`src/rtl/core/tcvp_pkg.sv`:
```
// tcvp_pkg: shared types and constants for the cache victim policy block
// entry record kept in the state memory, request codes, register indexes
// no dependencies
package tcvp_pkg;

  typedef struct packed {
    logic        cached;
    logic [7:0]  open_cnt;
    logic [8:0]  idle;
    logic [31:0] size;
    logic [31:0] stamp;
  } entry_t;

  localparam logic [1:0] REQ_OPEN   = 2'd0;
  localparam logic [1:0] REQ_ACCESS = 2'd1;
  localparam logic [1:0] REQ_CLOSE  = 2'd2;
  localparam logic [1:0] REQ_NONE   = 2'd3;

  localparam logic [1:0] CFG_CACHE_LIMIT = 2'd0;
  localparam logic [1:0] CFG_LARGE_LIMIT = 2'd1;
  localparam logic [1:0] CFG_IDLE_THR    = 2'd2;
  localparam logic [1:0] CFG_TOUCH       = 2'd3;

  localparam logic [31:0] CACHE_LIMIT_RST = 32'd16777216;
  localparam logic [31:0] LARGE_LIMIT_RST = 32'd1048576;
  localparam logic [8:0]  IDLE_THR_RST    = 9'd64;
  localparam logic [8:0]  TOUCH_RST       = 9'd256;

  localparam logic [5:0] MAX_EVICT = 6'd32;
  localparam logic [7:0] OPEN_MAX  = 8'd255;

endpackage

```
`src/rtl/core/tcvp_if.sv`:
```
// tcvp_if: valid/ready channel interfaces for requests, results and config
// depends on nothing
interface tcvp_req_if;
  logic        valid;
  logic        ready;
  logic [1:0]  req_type;
  logic [4:0]  entry_index;
  logic [31:0] entry_size;
  logic        load_ok;
  modport source (output valid, req_type, entry_index, entry_size, load_ok, input ready);
  modport sink (input valid, req_type, entry_index, entry_size, load_ok, output ready);
endinterface

interface tcvp_res_if;
  logic        valid;
  logic        ready;
  logic [4:0]  evicted_index;
  logic        evicted_valid;
  logic        is_last;
  logic        now_cached;
  logic [31:0] cache_total;
  modport source (output valid, evicted_index, evicted_valid, is_last, now_cached,
                  cache_total, input ready);
  modport sink (input valid, evicted_index, evicted_valid, is_last, now_cached,
                cache_total, output ready);
endinterface

interface tcvp_cfg_if;
  logic        valid;
  logic        ready;
  logic [1:0]  index;
  logic [31:0] data;
  modport source (output valid, index, data, input ready);
  modport sink (input valid, index, data, output ready);
endinterface

```
`src/rtl/core/tiered_cache_victim_policy.sv`:
```
// tiered_cache_victim_policy: top level, request sequencer over the entry store
// depends on tcvp_pkg, tcvp_if, tcvp_store and tcvp_rank
//
// Requests arrive on in_if (open, access, close), one beat each; results leave
// on out_if. Every request ends with one status beat (is_last set); an open or
// access of an uncached entry whose size is below large_limit first gives one
// eviction beat per victim while cached bytes plus the new size reach
// cache_limit, at most 32 of them. The user must write registers on cfg_if only
// while idle; the block itself does not enforce this. The status beat of a request
// with no eviction is formed in the HEAD and then the STAT or FIN state and is
// registered for output. Each eviction costs one scan of the state memory (one entry
// a cycle through the single read port), and after the last eviction one more pass
// writes back the idle decrements. One request is in work at a time; the next is
// taken when the sequencer is back in idle, while the last status beat may still
// wait in the output register. Reset sets the registers to their reset values and
// clears the total, the stamp and all entry valid bits; no clearing pass is needed.
// A stalled receiver holds the output beat; the sequencer halts at its next beat.
module tiered_cache_victim_policy #(
  parameter int ENTRIES = 32
) (
  input  logic        clk,
  input  logic        rst_n,
  tcvp_req_if.sink    in_if,
  tcvp_res_if.source  out_if,
  tcvp_cfg_if.sink    cfg_if
);

  localparam int AW = $clog2(ENTRIES);
  localparam int CW = $clog2(ENTRIES + 1);
  localparam logic [6:0]    ENT_L  = 7'(ENTRIES);
  localparam logic [CW-1:0] ENT_C  = CW'(ENTRIES);
  localparam logic [AW-1:0] LAST_A = AW'(ENTRIES - 1);

  localparam logic [2:0] S_IDLE   = 3'd0;
  localparam logic [2:0] S_HEAD   = 3'd1;
  localparam logic [2:0] S_STAT   = 3'd2;
  localparam logic [2:0] S_PASS   = 3'd3;
  localparam logic [2:0] S_DECIDE = 3'd4;
  localparam logic [2:0] S_EV     = 3'd5;
  localparam logic [2:0] S_FIN    = 3'd6;

  logic [2:0]  state_r, state_nxt;
  logic [31:0] cache_limit_r, large_limit_r;
  logic [8:0]  idle_thr_r, touch_r;
  logic [31:0] total_r, total_nxt;
  logic [31:0] stamp_r, stamp_nxt;
  logic [1:0]  rt_r;
  logic [4:0]  idx_r;
  logic [31:0] size_r;
  logic        ok_r, range_r;
  tcvp_pkg::entry_t head_r, head_nxt;
  logic        stat_now_r, stat_now_nxt;
  logic [CW-1:0] cnt_r, cnt_nxt;
  logic        proc_v_r, proc_v_nxt;
  logic [AW-1:0] proc_a_r, proc_a_nxt;
  logic        scan_r, scan_nxt;
  logic        pend_v_r, pend_v_nxt;
  logic [AW-1:0] pend_a_r, pend_a_nxt;
  logic [5:0]  nev_r, nev_nxt;
  logic        out_v_r, out_v_nxt;
  logic [4:0]  o_idx_r, o_idx_nxt;
  logic        o_ev_r, o_ev_nxt, o_last_r, o_last_nxt, o_now_r, o_now_nxt;
  logic [31:0] o_tot_r, o_tot_nxt;

  logic        rd_en, wr_en, clear, out_free, need_ev, in_range, in_acc;
  logic [AW-1:0] rd_addr, wr_addr;
  tcvp_pkg::entry_t rd_data, wr_data, mod;
  logic        found;
  logic [AW-1:0] vic_idx;
  logic [31:0] vic_size;
  logic [32:0] sum;

  tcvp_store #(.ENTRIES(ENTRIES), .AW(AW)) u_store (
    .clk, .rst_n, .rd_en, .rd_addr, .wr_en, .wr_addr, .wr_data, .rd_data
  );

  tcvp_rank #(.AW(AW)) u_rank (
    .clk, .rst_n, .clear,
    .smp_v(proc_v_r && scan_r && (state_r == S_PASS)),
    .smp_idx(proc_a_r), .smp(mod),
    .idle_thr(idle_thr_r), .large_lim(large_limit_r),
    .found, .vic_idx, .vic_size
  );

  assign in_if.ready  = (state_r == S_IDLE);
  assign cfg_if.ready = 1'b1;
  assign in_acc   = in_if.valid && in_if.ready;
  assign in_range = {2'b00, in_if.entry_index} < ENT_L;
  assign out_free = !out_v_r || out_if.ready;
  assign need_ev  = ({1'b0, total_r} + {1'b0, size_r}) >= {1'b0, cache_limit_r};
  assign sum      = {1'b0, total_r} + {1'b0, size_r};

  assign out_if.valid         = out_v_r;
  assign out_if.evicted_index = o_idx_r;
  assign out_if.evicted_valid = o_ev_r;
  assign out_if.is_last       = o_last_r;
  assign out_if.now_cached    = o_now_r;
  assign out_if.cache_total   = o_tot_r;

  always_comb begin
    mod = rd_data;
    if (pend_v_r) begin
      if (proc_a_r == pend_a_r) begin
        mod.cached = 1'b0;
      end else if (mod.cached && (mod.idle != '0)) begin
        mod.idle = mod.idle - 9'd1;
      end
    end
  end

  always_comb begin
    state_nxt    = state_r;
    total_nxt    = total_r;
    stamp_nxt    = stamp_r;
    head_nxt     = head_r;
    stat_now_nxt = stat_now_r;
    cnt_nxt      = cnt_r;
    proc_v_nxt   = 1'b0;
    proc_a_nxt   = proc_a_r;
    scan_nxt     = scan_r;
    pend_v_nxt   = pend_v_r;
    pend_a_nxt   = pend_a_r;
    nev_nxt      = nev_r;
    out_v_nxt    = out_v_r && !out_if.ready;
    o_idx_nxt    = o_idx_r;
    o_ev_nxt     = o_ev_r;
    o_last_nxt   = o_last_r;
    o_now_nxt    = o_now_r;
    o_tot_nxt    = o_tot_r;
    rd_en        = 1'b0;
    rd_addr      = AW'(in_if.entry_index);
    wr_en        = 1'b0;
    wr_addr      = AW'(idx_r);
    wr_data      = head_r;
    clear        = 1'b0;

    case (state_r)
      S_IDLE: begin
        if (in_acc) begin
          rd_en     = in_range;
          state_nxt = S_HEAD;
        end
      end
      S_HEAD: begin
        head_nxt     = rd_data;
        stat_now_nxt = range_r && rd_data.cached;
        state_nxt    = S_STAT;
        wr_data      = rd_data;
        if (range_r) begin
          case (rt_r)
            tcvp_pkg::REQ_CLOSE: begin
              if (rd_data.open_cnt != '0) begin
                wr_data.open_cnt = rd_data.open_cnt - 8'd1;
              end
              wr_en = 1'b1;
            end
            tcvp_pkg::REQ_OPEN, tcvp_pkg::REQ_ACCESS: begin
              if (rd_data.cached) begin
                if (rt_r == tcvp_pkg::REQ_OPEN) begin
                  if (rd_data.open_cnt != tcvp_pkg::OPEN_MAX) begin
                    wr_data.open_cnt = rd_data.open_cnt + 8'd1;
                  end
                end else begin
                  wr_data.idle = touch_r;
                end
                wr_en = 1'b1;
              end else if ((size_r < large_limit_r) && need_ev) begin
                state_nxt = S_PASS;
                clear     = 1'b1;
                cnt_nxt   = '0;
                scan_nxt  = 1'b1;
                nev_nxt   = '0;
              end else begin
                state_nxt = S_FIN;
              end
            end
            default: begin
            end
          endcase
        end
      end
      S_STAT: begin
        if (out_free) begin
          out_v_nxt  = 1'b1;
          o_idx_nxt  = '0;
          o_ev_nxt   = 1'b0;
          o_last_nxt = 1'b1;
          o_now_nxt  = stat_now_r;
          o_tot_nxt  = total_r;
          state_nxt  = S_IDLE;
        end
      end
      S_PASS: begin
        if (cnt_r != ENT_C) begin
          rd_en      = 1'b1;
          rd_addr    = cnt_r[AW-1:0];
          cnt_nxt    = cnt_r + 1'b1;
          proc_v_nxt = 1'b1;
          proc_a_nxt = cnt_r[AW-1:0];
        end
        if (proc_v_r) begin
          wr_en   = 1'b1;
          wr_addr = proc_a_r;
          wr_data = mod;
          if (proc_a_r == LAST_A) begin
            pend_v_nxt = 1'b0;
            state_nxt  = S_DECIDE;
          end
        end
      end
      S_DECIDE: begin
        if (scan_r && found) begin
          total_nxt  = (total_r >= vic_size) ? total_r - vic_size : '0;
          pend_v_nxt = 1'b1;
          pend_a_nxt = vic_idx;
          nev_nxt    = nev_r + 6'd1;
          state_nxt  = S_EV;
        end else begin
          state_nxt = S_FIN;
        end
      end
      S_EV: begin
        if (out_free) begin
          out_v_nxt  = 1'b1;
          o_idx_nxt  = 5'(pend_a_r);
          o_ev_nxt   = 1'b1;
          o_last_nxt = 1'b0;
          o_now_nxt  = 1'b0;
          o_tot_nxt  = total_r;
          state_nxt  = S_PASS;
          clear      = 1'b1;
          cnt_nxt    = '0;
          scan_nxt   = need_ev && (nev_r < tcvp_pkg::MAX_EVICT);
        end
      end
      S_FIN: begin
        if (out_free) begin
          wr_en   = 1'b1;
          wr_data = head_r;
          if (ok_r) begin
            wr_data.cached = 1'b1;
            wr_data.size   = size_r;
            wr_data.stamp  = stamp_r;
            total_nxt      = sum[32] ? 32'hFFFF_FFFF : sum[31:0];
            stamp_nxt      = stamp_r + 32'd1;
          end
          if ((rt_r == tcvp_pkg::REQ_OPEN) && ok_r &&
              (head_r.open_cnt != tcvp_pkg::OPEN_MAX)) begin
            wr_data.open_cnt = head_r.open_cnt + 8'd1;
          end
          if (rt_r == tcvp_pkg::REQ_ACCESS) begin
            wr_data.idle = touch_r;
          end
          out_v_nxt  = 1'b1;
          o_idx_nxt  = '0;
          o_ev_nxt   = 1'b0;
          o_last_nxt = 1'b1;
          o_now_nxt  = ok_r;
          o_tot_nxt  = total_nxt;
          state_nxt  = S_IDLE;
        end
      end
      default: begin
        state_nxt = S_IDLE;
      end
    endcase
  end

  always_ff @(posedge clk) begin
    if (!rst_n) begin
      state_r       <= S_IDLE;
      total_r       <= '0;
      stamp_r       <= '0;
      proc_v_r      <= 1'b0;
      pend_v_r      <= 1'b0;
      out_v_r       <= 1'b0;
      cnt_r         <= '0;
      scan_r        <= 1'b0;
      nev_r         <= '0;
      cache_limit_r <= tcvp_pkg::CACHE_LIMIT_RST;
      large_limit_r <= tcvp_pkg::LARGE_LIMIT_RST;
      idle_thr_r    <= tcvp_pkg::IDLE_THR_RST;
      touch_r       <= tcvp_pkg::TOUCH_RST;
    end else begin
      state_r  <= state_nxt;
      total_r  <= total_nxt;
      stamp_r  <= stamp_nxt;
      proc_v_r <= proc_v_nxt;
      pend_v_r <= pend_v_nxt;
      out_v_r  <= out_v_nxt;
      cnt_r    <= cnt_nxt;
      scan_r   <= scan_nxt;
      nev_r    <= nev_nxt;
      if (cfg_if.valid && cfg_if.ready) begin
        case (cfg_if.index)
          tcvp_pkg::CFG_CACHE_LIMIT: cache_limit_r <= cfg_if.data;
          tcvp_pkg::CFG_LARGE_LIMIT: large_limit_r <= cfg_if.data;
          tcvp_pkg::CFG_IDLE_THR:    idle_thr_r    <= cfg_if.data[8:0];
          tcvp_pkg::CFG_TOUCH:       touch_r       <= cfg_if.data[8:0];
          default: begin
          end
        endcase
      end
    end
  end

  always_ff @(posedge clk) begin
    head_r     <= head_nxt;
    stat_now_r <= stat_now_nxt;
    proc_a_r   <= proc_a_nxt;
    pend_a_r   <= pend_a_nxt;
    o_idx_r    <= o_idx_nxt;
    o_ev_r     <= o_ev_nxt;
    o_last_r   <= o_last_nxt;
    o_now_r    <= o_now_nxt;
    o_tot_r    <= o_tot_nxt;
    if (in_acc) begin
      rt_r    <= in_if.req_type;
      idx_r   <= in_if.entry_index;
      size_r  <= in_if.entry_size;
      ok_r    <= in_if.load_ok;
      range_r <= in_range;
    end
  end

endmodule

```
`src/rtl/core/tcvp_store.sv`:
```
// tcvp_store: per-entry state memory, one write and one registered read port
// entries never written read back as uncached with zero counts
// depends on tcvp_pkg
module tcvp_store #(
  parameter int ENTRIES = 32,
  parameter int AW      = 5
) (
  input  logic                 clk,
  input  logic                 rst_n,
  input  logic                 rd_en,
  input  logic [AW-1:0]        rd_addr,
  input  logic                 wr_en,
  input  logic [AW-1:0]        wr_addr,
  input  tcvp_pkg::entry_t     wr_data,
  output tcvp_pkg::entry_t     rd_data
);

  tcvp_pkg::entry_t mem [ENTRIES];
  tcvp_pkg::entry_t q_r;
  logic [ENTRIES-1:0] vld_r;
  logic q_vld_r;

  always_ff @(posedge clk) begin
    if (wr_en) begin
      mem[wr_addr] <= wr_data;
    end
    if (rd_en) begin
      q_r <= mem[rd_addr];
    end
  end

  always_ff @(posedge clk) begin
    if (!rst_n) begin
      vld_r   <= '0;
      q_vld_r <= 1'b0;
    end else begin
      if (wr_en) begin
        vld_r[wr_addr] <= 1'b1;
      end
      if (rd_en) begin
        q_vld_r <= vld_r[rd_addr];
      end
    end
  end

  always_comb begin
    rd_data = q_r;
    if (!q_vld_r) begin
      rd_data.cached   = 1'b0;
      rd_data.open_cnt = '0;
      rd_data.idle     = '0;
    end
  end

endmodule

```
`src/rtl/core/tcvp_rank.sv`:
```
// tcvp_rank: four tier trackers fed one entry a cycle during a scan
// gives the victim of the first tier holding a candidate
// depends on tcvp_pkg
module tcvp_rank #(
  parameter int AW = 5
) (
  input  logic              clk,
  input  logic              rst_n,
  input  logic              clear,
  input  logic              smp_v,
  input  logic [AW-1:0]     smp_idx,
  input  tcvp_pkg::entry_t  smp,
  input  logic [8:0]        idle_thr,
  input  logic [31:0]       large_lim,
  output logic              found,
  output logic [AW-1:0]     vic_idx,
  output logic [31:0]       vic_size
);

  logic        v_r     [4];
  logic [AW-1:0] idx_r [4];
  logic [8:0]  idle_r  [4];
  logic [31:0] size_r  [4];
  logic [31:0] stamp_r [4];
  logic        elig    [4];
  logic        win     [4];

  always_comb begin
    elig[0] = smp.cached && (smp.idle < idle_thr);
    elig[1] = smp.cached && (smp.open_cnt == '0);
    elig[2] = smp.cached && (smp.size < large_lim);
    elig[3] = smp.cached;
    for (int t = 0; t < 4; t++) begin
      if (!v_r[t]) begin
        win[t] = 1'b1;
      end else if (t < 2) begin
        win[t] = (smp.idle < idle_r[t]) ||
                 ((smp.idle == idle_r[t]) && (smp.stamp < stamp_r[t]));
      end else begin
        win[t] = (smp.size > size_r[t]) ||
                 ((smp.size == size_r[t]) && (smp.stamp < stamp_r[t]));
      end
    end
  end

  always_ff @(posedge clk) begin
    for (int t = 0; t < 4; t++) begin
      if (!rst_n || clear) begin
        v_r[t] <= 1'b0;
      end else if (smp_v && elig[t] && win[t]) begin
        v_r[t]     <= 1'b1;
        idx_r[t]   <= smp_idx;
        idle_r[t]  <= smp.idle;
        size_r[t]  <= smp.size;
        stamp_r[t] <= smp.stamp;
      end
    end
  end

  always_comb begin
    found    = 1'b0;
    vic_idx  = idx_r[3];
    vic_size = size_r[3];
    for (int t = 3; t >= 0; t--) begin
      if (v_r[t]) begin
        found    = 1'b1;
        vic_idx  = idx_r[t];
        vic_size = size_r[t];
      end
    end
  end

endmodule

```
`src/flat_wrapper.sv`:
```
// flat-port wrapper written by rule: the top's interface ports become plain ports
module tiered_cache_victim_policy_flat 
#(
  parameter int ENTRIES = 32
)
  (clk, rst_n, in_if_valid, in_if_req_type, in_if_entry_index, in_if_entry_size, in_if_load_ok, in_if_ready, out_if_valid, out_if_evicted_index, out_if_evicted_valid, out_if_is_last, out_if_now_cached, out_if_cache_total, out_if_ready, cfg_if_valid, cfg_if_index, cfg_if_data, cfg_if_ready);
  tcvp_req_if in_if_i ();
  tcvp_res_if out_if_i ();
  tcvp_cfg_if cfg_if_i ();
  input  logic clk;
  input  logic rst_n;
  input wire logic [$bits(in_if_i.valid)-1:0] in_if_valid;
  input wire logic [$bits(in_if_i.req_type)-1:0] in_if_req_type;
  input wire logic [$bits(in_if_i.entry_index)-1:0] in_if_entry_index;
  input wire logic [$bits(in_if_i.entry_size)-1:0] in_if_entry_size;
  input wire logic [$bits(in_if_i.load_ok)-1:0] in_if_load_ok;
  output wire logic [$bits(in_if_i.ready)-1:0] in_if_ready;
  output wire logic [$bits(out_if_i.valid)-1:0] out_if_valid;
  output wire logic [$bits(out_if_i.evicted_index)-1:0] out_if_evicted_index;
  output wire logic [$bits(out_if_i.evicted_valid)-1:0] out_if_evicted_valid;
  output wire logic [$bits(out_if_i.is_last)-1:0] out_if_is_last;
  output wire logic [$bits(out_if_i.now_cached)-1:0] out_if_now_cached;
  output wire logic [$bits(out_if_i.cache_total)-1:0] out_if_cache_total;
  input wire logic [$bits(out_if_i.ready)-1:0] out_if_ready;
  input wire logic [$bits(cfg_if_i.valid)-1:0] cfg_if_valid;
  input wire logic [$bits(cfg_if_i.index)-1:0] cfg_if_index;
  input wire logic [$bits(cfg_if_i.data)-1:0] cfg_if_data;
  output wire logic [$bits(cfg_if_i.ready)-1:0] cfg_if_ready;
  assign in_if_i.valid = in_if_valid;
  assign in_if_i.req_type = in_if_req_type;
  assign in_if_i.entry_index = in_if_entry_index;
  assign in_if_i.entry_size = in_if_entry_size;
  assign in_if_i.load_ok = in_if_load_ok;
  assign in_if_ready = in_if_i.ready;
  assign out_if_valid = out_if_i.valid;
  assign out_if_evicted_index = out_if_i.evicted_index;
  assign out_if_evicted_valid = out_if_i.evicted_valid;
  assign out_if_is_last = out_if_i.is_last;
  assign out_if_now_cached = out_if_i.now_cached;
  assign out_if_cache_total = out_if_i.cache_total;
  assign out_if_i.ready = out_if_ready;
  assign cfg_if_i.valid = cfg_if_valid;
  assign cfg_if_i.index = cfg_if_index;
  assign cfg_if_i.data = cfg_if_data;
  assign cfg_if_ready = cfg_if_i.ready;
  tiered_cache_victim_policy #(.ENTRIES(ENTRIES)) u_core (.clk(clk), .rst_n(rst_n), .in_if(in_if_i), .out_if(out_if_i), .cfg_if(cfg_if_i));
endmodule
```
`config.mk`:
```
export PLATFORM = sky130hd
export DESIGN_NAME = tiered_cache_victim_policy_flat
export DESIGN_NICKNAME = d
export VERILOG_FILES = /design/src/rtl/core/tcvp_pkg.sv /design/src/rtl/core/tcvp_if.sv /design/src/rtl/core/tiered_cache_victim_policy.sv /design/src/rtl/core/tcvp_store.sv /design/src/rtl/core/tcvp_rank.sv /design/src/flat_wrapper.sv
export SDC_FILE = /design/constraint.sdc
export NUM_CORES = 2
export LEC_CHECK = 0
export BUFFER_PORTS_ARGS = -buffer_cell sky130_fd_sc_hd__buf_2
export CAP_MARGIN = 30
export CELL_PAD_IN_SITES_DETAIL_PLACEMENT = 1
export CELL_PAD_IN_SITES_GLOBAL_PLACEMENT = 1
export CORE_MARGIN = 2
export CORE_UTILIZATION = 49
export CTS_CLUSTER_SIZE = 25
export DETAILED_ROUTE_END_ITERATION = 12
export PLACE_DENSITY_LB_ADDON = 0.1
export SYNTH_ARGS = -nofsm -noshare
export SYNTH_HDL_FRONTEND = slang
export SYNTH_SLANG_ARGS = --single-unit
```
`constraint.sdc`:
```
create_clock -name clk -period 10.7 [get_ports clk]
set_clock_uncertainty 0.15 [all_clocks]
set_input_delay 0.535 -clock clk [delete_from_list [all_inputs] [get_ports clk]]
set_output_delay 0.535 -clock clk [all_outputs]
set_load 0.02 [all_outputs]
```
# Word-level counts from Yosys, hierarchy flattened
# Memories as Yosys holds them, arrays and structs flattened. A register that Yosys moved wholly into a read port is not among the register bits.
# Index checks and enable logic that the tools add are counted.
[word_totals]
register_bits = 370
latchBits = 0
mem_bits_rw = 2940
rom_bits = 0
inputBits = 79
output_inout_bits = 43
word_cells = 292
mem_count = 6
[mem_list]
columns = ["memory", "words", "width", "read_ports", "rd_ports_with_merged_regs", "wr", "line_no", "rtl"]
rows = [
  ["u_core.u_store.mem", 32, 82, 1, 1, 1, "tcvp_store.sv:18", "tcvp_pkg::entry_t mem [ENTRIES];"],
  ["u_core.u_rank.size_r", 4, 32, 4, 0, 4, "tcvp_rank.sv:23", "logic [31:0] size_r [4];"],
  ["u_core.u_rank.stamp_r", 4, 32, 4, 0, 4, "tcvp_rank.sv:24", "logic [31:0] stamp_r [4];"],
  ["u_core.u_rank.idle_r", 4, 9, 2, 0, 4, "tcvp_rank.sv:22", "logic [8:0] idle_r [4];"],
  ["u_core.u_rank.idx_r", 4, 5, 4, 0, 4, "tcvp_rank.sv:21", "logic [AW-1:0] idx_r [4];"],
  ["u_core.u_rank.v_r", 4, 1, 4, 0, 4, "tcvp_rank.sv:20", "logic v_r [4];"],
]
[op_classes]
addsub = 9
n_mul = 0
div = 0
n_lt_le_gt_ge = 17
n_eq_ne = 33
n_shift = 0
mux = 121
n_bitwise = 5
n_reduce_logical = 70
[op_table]
columns = ["operator", "count"]
rows = [
  ["$mux W32", 9],
  ["$pmux W82 S3", 1],
  ["$lt A32 B32 Y1", 6],
  ["$mux W82", 2],
  ["$pmux W32 S2", 2],
  ["$eq A32 B32 Y1", 2],
  ["$gt A32 B32 Y1", 2],
  ["$mux W64", 1],
  ["$mux W1", 54],
  ["$mux W9", 6],
  ["$mux W5", 9],
  ["$mux W6", 6],
  ["$add A32 B32 Y33", 1],
  ["$ge A33 B32 Y1", 1],
  ["$add A32 B1 Y32 const B", 1],
  ["$ge A32 B32 Y1", 1],
  ["$mux W8", 4],
  ["$or A32 B32 Y32", 1],
  ["$sub A32 B32 Y32", 1],
  ["$lt A9 B9 Y1", 3],
  ["$logic_and A1 B1 Y1", 26],
  ["$mux W3", 8],
  ["$eq A9 B9 Y1", 2],
  ["$mux W18", 1],
  ["other kinds (46)", 105],
]

# Longest topological paths before layout
[logic_depth]
ltp_word = 15
depth_mapped = 20
mapped_depth_nobuf = 19

# Cells and area by module
# From an unflattened synthesis, not the netlist that was laid out.
[hier_totals]
cells_unflattened = 7831
hier_area_um2 = 139948.0
[by_module_without_submodules]
columns = ["module", "instances", "cells_each", "area_each_um2", "seq_area_each_um2"]
rows = [
  ["tcvp_store", 1, 4157, 103700.7, 81918.6],
  ["tiered_cache_victim_policy", 1, 2275, 19920.4, 8468.1],
  ["tcvp_rank", 1, 1399, 16326.9, 8938.6],
]

# Worst setup path after synthesis
# OpenSTA, ideal clock, no wires.
[synth_timing]
kind = "reg2reg"
start = "register u_core.size_r[0]"
end = "memory u_core.u_rank.v_r[3], data pin"
setup_ns = 1.133
arrival_time_ns = 9.090
required_time_ns = 9.417
slack_ns = 0.327
path_stages_with_launch = 20
n_path_buf = 0
period_less_slack_ns = 10.373
path_cell_list = "edfxtp_1 > ha_1 > fa_1 > a21o_1 > a221oi_4 > a211oi_2 > a2111oi_0 > o211ai_1 > o211ai_1 > xnor2_1 > ha_1 > a21o_1 > a21oi_1 > nor2b_1 > a2111oi_0 > o211ai_1 > a31oi_1 > a211o_1 > nand2_1 > nor3_1"
[synth_lines]
columns = ["element", "line_no", "rtl"]
rows = [
  ["start: declaration", "tiered_cache_victim_policy.sv:49", "logic [31:0] size_r;"],
  ["start signal: assignment", "tiered_cache_victim_policy.sv:320", "size_r <= in_if.entry_size;"],
  ["end: declaration", "tcvp_rank.sv:20", ""],
]

==> key figures <==
Run status
  • Status: complete, no violations

Final layout
  • Layout Area Growth over Synthesis: 13.9%
  • Final core utilization: a little under three fifths
  • Final Non-Filler Cells: about 13000
  • Fraction of layout cells with a size suffix above 1: approximately 17%
  • Final-stage net count: 9559

Worst setup path
  • Crit Path Max Fanout: 37
  • Data arrival, critical path: slightly above 7 ns
  • Worst R2R Path Depth: 23
  • Reg2reg end: u_core.u_rank.size_r[2][30]
  • CP Class: reg2reg
  • R2R Path Start: u_core.size_r[0]
  • Crit start category: flop
  • Worst path required time: approximately 11 ns
  • CP endpoint kind: flop
  • Reg-to-reg slack, setup: around 4 ns

Power and ir drop
  • Pwr dens: 230 nW/um2
  • Leakage power: roughly 55 nW
  • Power Total: 0.0367 W
  • Worst VDD drop: 175 uV

Yosys
  • Post-Syn Area per Cell: approximately 16 um2
  • Ys flop type: edfxtp_1
  • Asr flop ratio synth: 0%
  • Distinct cells, synth: slightly above 80
  • Post-synth EDFFs: 3175
  • Seq/Total Area, Yosys: a little over two thirds
  • Mapped Cells: about 8700
  • Post-Syn Nets: between 9000 and 10000
  • FF+latch count, synth: 3374
  • Syn Std Cell Area: around 140000 um2
  • Warnings from Yosys: 0

Floorplan
  • Die area: slightly below 300000 um2
  • Die height: 539 um
  • Rows: a little under 200
  • Initial Util: between 40% and 50%
  • Core Region: ~280000 um2
  • Num ports: between 100 and 150
  • DIE WIDTH: 539 um

STA
  • Setup total negative slack: 0 ns
  • Max Freq: about 150 MHz
  • RSZ-0062 raised after global routing: no
  • Tightest Pin Transition: about 1.1 ns
  • Post-layout minimum cycle time: 6.73 ns
  • Post-route clock period utilization: 62.9%
  • Slew HR: around 27%
  • Final Hold Fails: 0
  • WHS: between 0.09 and 0.1 ns
  • Final setup viols: 0
  • Final count of pins violating max slew: 0

Detailed routing
  • # DRC: 0
  • Pre-Repair DR Iteration Count: 5
  • Drt total wl: around 430 mm
  • Antenna Nets Post-Route: 0
  • Vias per cell: between 6 and 7
  • Vias: 82200
  • WL/cell: around 32 um
  • DR iter-0 viols: 9312

Global route
  • Initial antenna violation count: 14
  • Remaining Overflow, GRT: 0
  • Largest net degree at the start of global routing: 136
  • Overall Global Routing Usage: between 20% and 30%
  • First-pass GRT wire length: 613 mm
  • Vias in the first global route: about 85000

Place
  • Cells after DPL: around 12000
  • PortBufs: 120
  • Placer's final routability congestion estimate: just under 0.9
  • Dpl hpwl: roughly 240 mm

CTS
  • # H-tree levels: 5
  • CTS Hold Bufs: 79
  • CTS Buf Count: 356
  • Max Root-Sink Buffers: 4
  • Worst-path clk slew: ~0.06 ns
  • Clock sinks: roughly 3400
  • Worst-Skew Late Latency: 0.95 ns
  • Post-CTS sizing: 0
  • Clock root buffer: clkbuf_16
  • TritonCTS clock tree: built
  • Total setup buffers inserted after CTS: 0

Worst hold path
  • Hold_sp: out_if_ready
  • WHS Path Cells: 4
  • Hold path endpoint: u_core.out_if.now_cached
  • Hold Path Class: in2reg

Flow run
  • Max Cap Viol: 0
[report_power, final]
part / total, W / internal [W] / switching [W]
registers: 0.0173 / 0.0169 / 0.000442
clock network: 0.0122 / 0.00687 / 0.00530
logic: 0.00720 / 0.00225 / 0.00495
total: 0.0367 / 0.0260 / 0.0107
[area by class of cell]
class / instances / area, um2
Inverter: 332 / 1250
Clock inverter: 212 / 2050
Clock buffer: 435 / 9320
Fill cell: 25900 / 125000
Tap cell: 3762 / 4710
Antenna cell: 4 / 10.0
Timing Repair Buffer: 451 / 4830
Sequential cell: 3374 / 99300
Multi-Input combinational cell: 4583 / 38200
[state kept, by name (all words and copies together), names as in the netlist, 18 cells and up]
signal                     cells
u_core.head_r                 82
u_core.u_store.rd_data        64
u_core.cache_limit_r          32
u_core.out_if.cache_total     32
u_core.total_r                32
u_core.u_rank.stamp_r        128
u_core.size_r                 32
u_core.u_store.q_r            18
u_core.u_rank.idle_r          18
u_core.large_limit_r          32
u_core.u_rank.size_r         128
u_core.u_store.mem          2624
u_core.u_rank.idx_r           20
u_core.u_store.vld_r          32
u_core.stamp_r                32
[cells by family after synthesis]
logic type      after synthesis  synth area share [%]
buf+inv                     740                  2.25
fa+ha+maj                   382                  3.42
flops                      3374                  70.8
compound gates              958                  4.26
simple gates               2424                  7.55
other cells                   1               0.00267
xor+xnor                     92                 0.575
mux                         726                  11.1
[synthesized netlist by cell type (9+ instances only)]
| cell type | count | area share, % |
|---|---|---|
| edfxtp_1 | 3175 | 68 |
| nand2_1 | 1255 | 3.4 |
| mux4_2 | 664 | 11 |
| nand3_1 | 579 | 2.1 |
| ha_1 | 380 | 3.4 |
| a21oi_1 | 375 | 1.3 |
| inv_1 | 326 | 0.87 |
| nor2_1 | 301 | 0.81 |
| clkbuf_1 | 205 | 0.55 |
| dfxtp_1 | 199 | 2.8 |
| o21ai_0 | 177 | 0.63 |
| a21o_1 | 113 | 0.60 |
| buf_2 | 110 | 0.39 |
| a22oi_1 | 72 | 0.39 |
| nand4_1 | 66 | 0.29 |
| mux2i_1 | 58 | 0.41 |
| buf_4 | 54 | 0.29 |
| xnor2_1 | 48 | 0.30 |
| xor2_1 | 44 | 0.27 |
| buf_1 | 34 | 0.091 |
| o211ai_1 | 33 | 0.18 |
| nand2b_1 | 32 | 0.14 |
| nor3_1 | 32 | 0.11 |
| nor2b_1 | 31 | 0.14 |
| and3_1 | 26 | 0.12 |
| a31oi_1 | 25 | 0.11 |
| and2_1 | 24 | 0.11 |
| o21a_1 | 20 | 0.11 |
| a211oi_1 | 17 | 0.091 |
| or3_1 | 16 | 0.071 |
| o31ai_1 | 15 | 0.080 |
| nor4_1 | 12 | 0.054 |
| nand3b_1 | 11 | 0.059 |
| a22o_1 | 10 | 0.062 |
| and4_1 | 10 | 0.062 |
| o221ai_1 | 10 | 0.062 |
| a2111oi_0 | 9 | 0.056 |
| a221o_1 | 9 | 0.064 |
[worst max-delay path by stage]
stage,startpoint,depth (start not counted),endpoint,slack [ns]
final,u_core.size_r[0],23,u_core.u_rank.size_r[2][30],3.97
after floorplan,u_core.size_r[0],19,u_core.u_rank.v_r[3],0.33
after detailed placement,u_core.size_r[0],23,u_core.u_rank.size_r[2][24],3.97
after global routing,u_core.size_r[0],23,u_core.u_rank.size_r[2][17],3.49
after CTS,u_core.size_r[0],23,u_core.u_rank.size_r[3][16],3.91
after global placement,u_core.size_r[0],21,u_core.u_rank.stamp_r[0][0],2.47
[metrics by stage]
step,area (um2),worst slack (ns)
5_1_grt,160000,3.49
3_5_place_dp,147000,3.97
2_1_floorplan,140000,0.327
6_report,160000,3.97
4_1_cts,159000,3.91
3_3_place_gp,146000,2.47
[per-layer routing]
layer	vias up	share of wire (%)	track usage, %
met2	3291	47	46.4
met3	641	7.1	3.69
met4	8	2.6	7.73
met5	-	0.010	0
li1	34400	-	-
met1	43800	43	42.6
[worst max-delay path: stages, from the launching register on]
cell and delay [ns]:
edfxtp_1 0.44, ha_1 0.28, fa_1 0.42, a21o_1 0.22
a221oi_4 0.35, a211oi_2 0.18, a2111oi_0 0.43, buf_1 0.20
o21ai_0 0.14, xnor2_1 0.25, inv_1 0.07, ha_1 0.30
a21oi_1 0.19, o21a_1 0.15, nor2_1 0.04, a2111oi_0 0.40
o211ai_1 0.13, a31oi_1 0.19, buf_4 0.20, a211o_1 0.14
buf_4 0.24, nand2_1 0.33, a211oi_4 0.35, buf_4 0.49
[cell usage in the layout, fill, tap and decap left out, types with 198 or more instances in the layout]
| cell type | n |
|---|---|
| edfxtp_1 | 3175 |
| nand2_1 | 1254 |
| mux4_2 | 664 |
| nand3_1 | 579 |
| ha_1 | 380 |
| a21oi_1 | 374 |
| clkbuf_16 | 362 |
| inv_1 | 326 |
| nor2_1 | 265 |
| dfxtp_1 | 198 |
(Power assumes the default switching activity.)
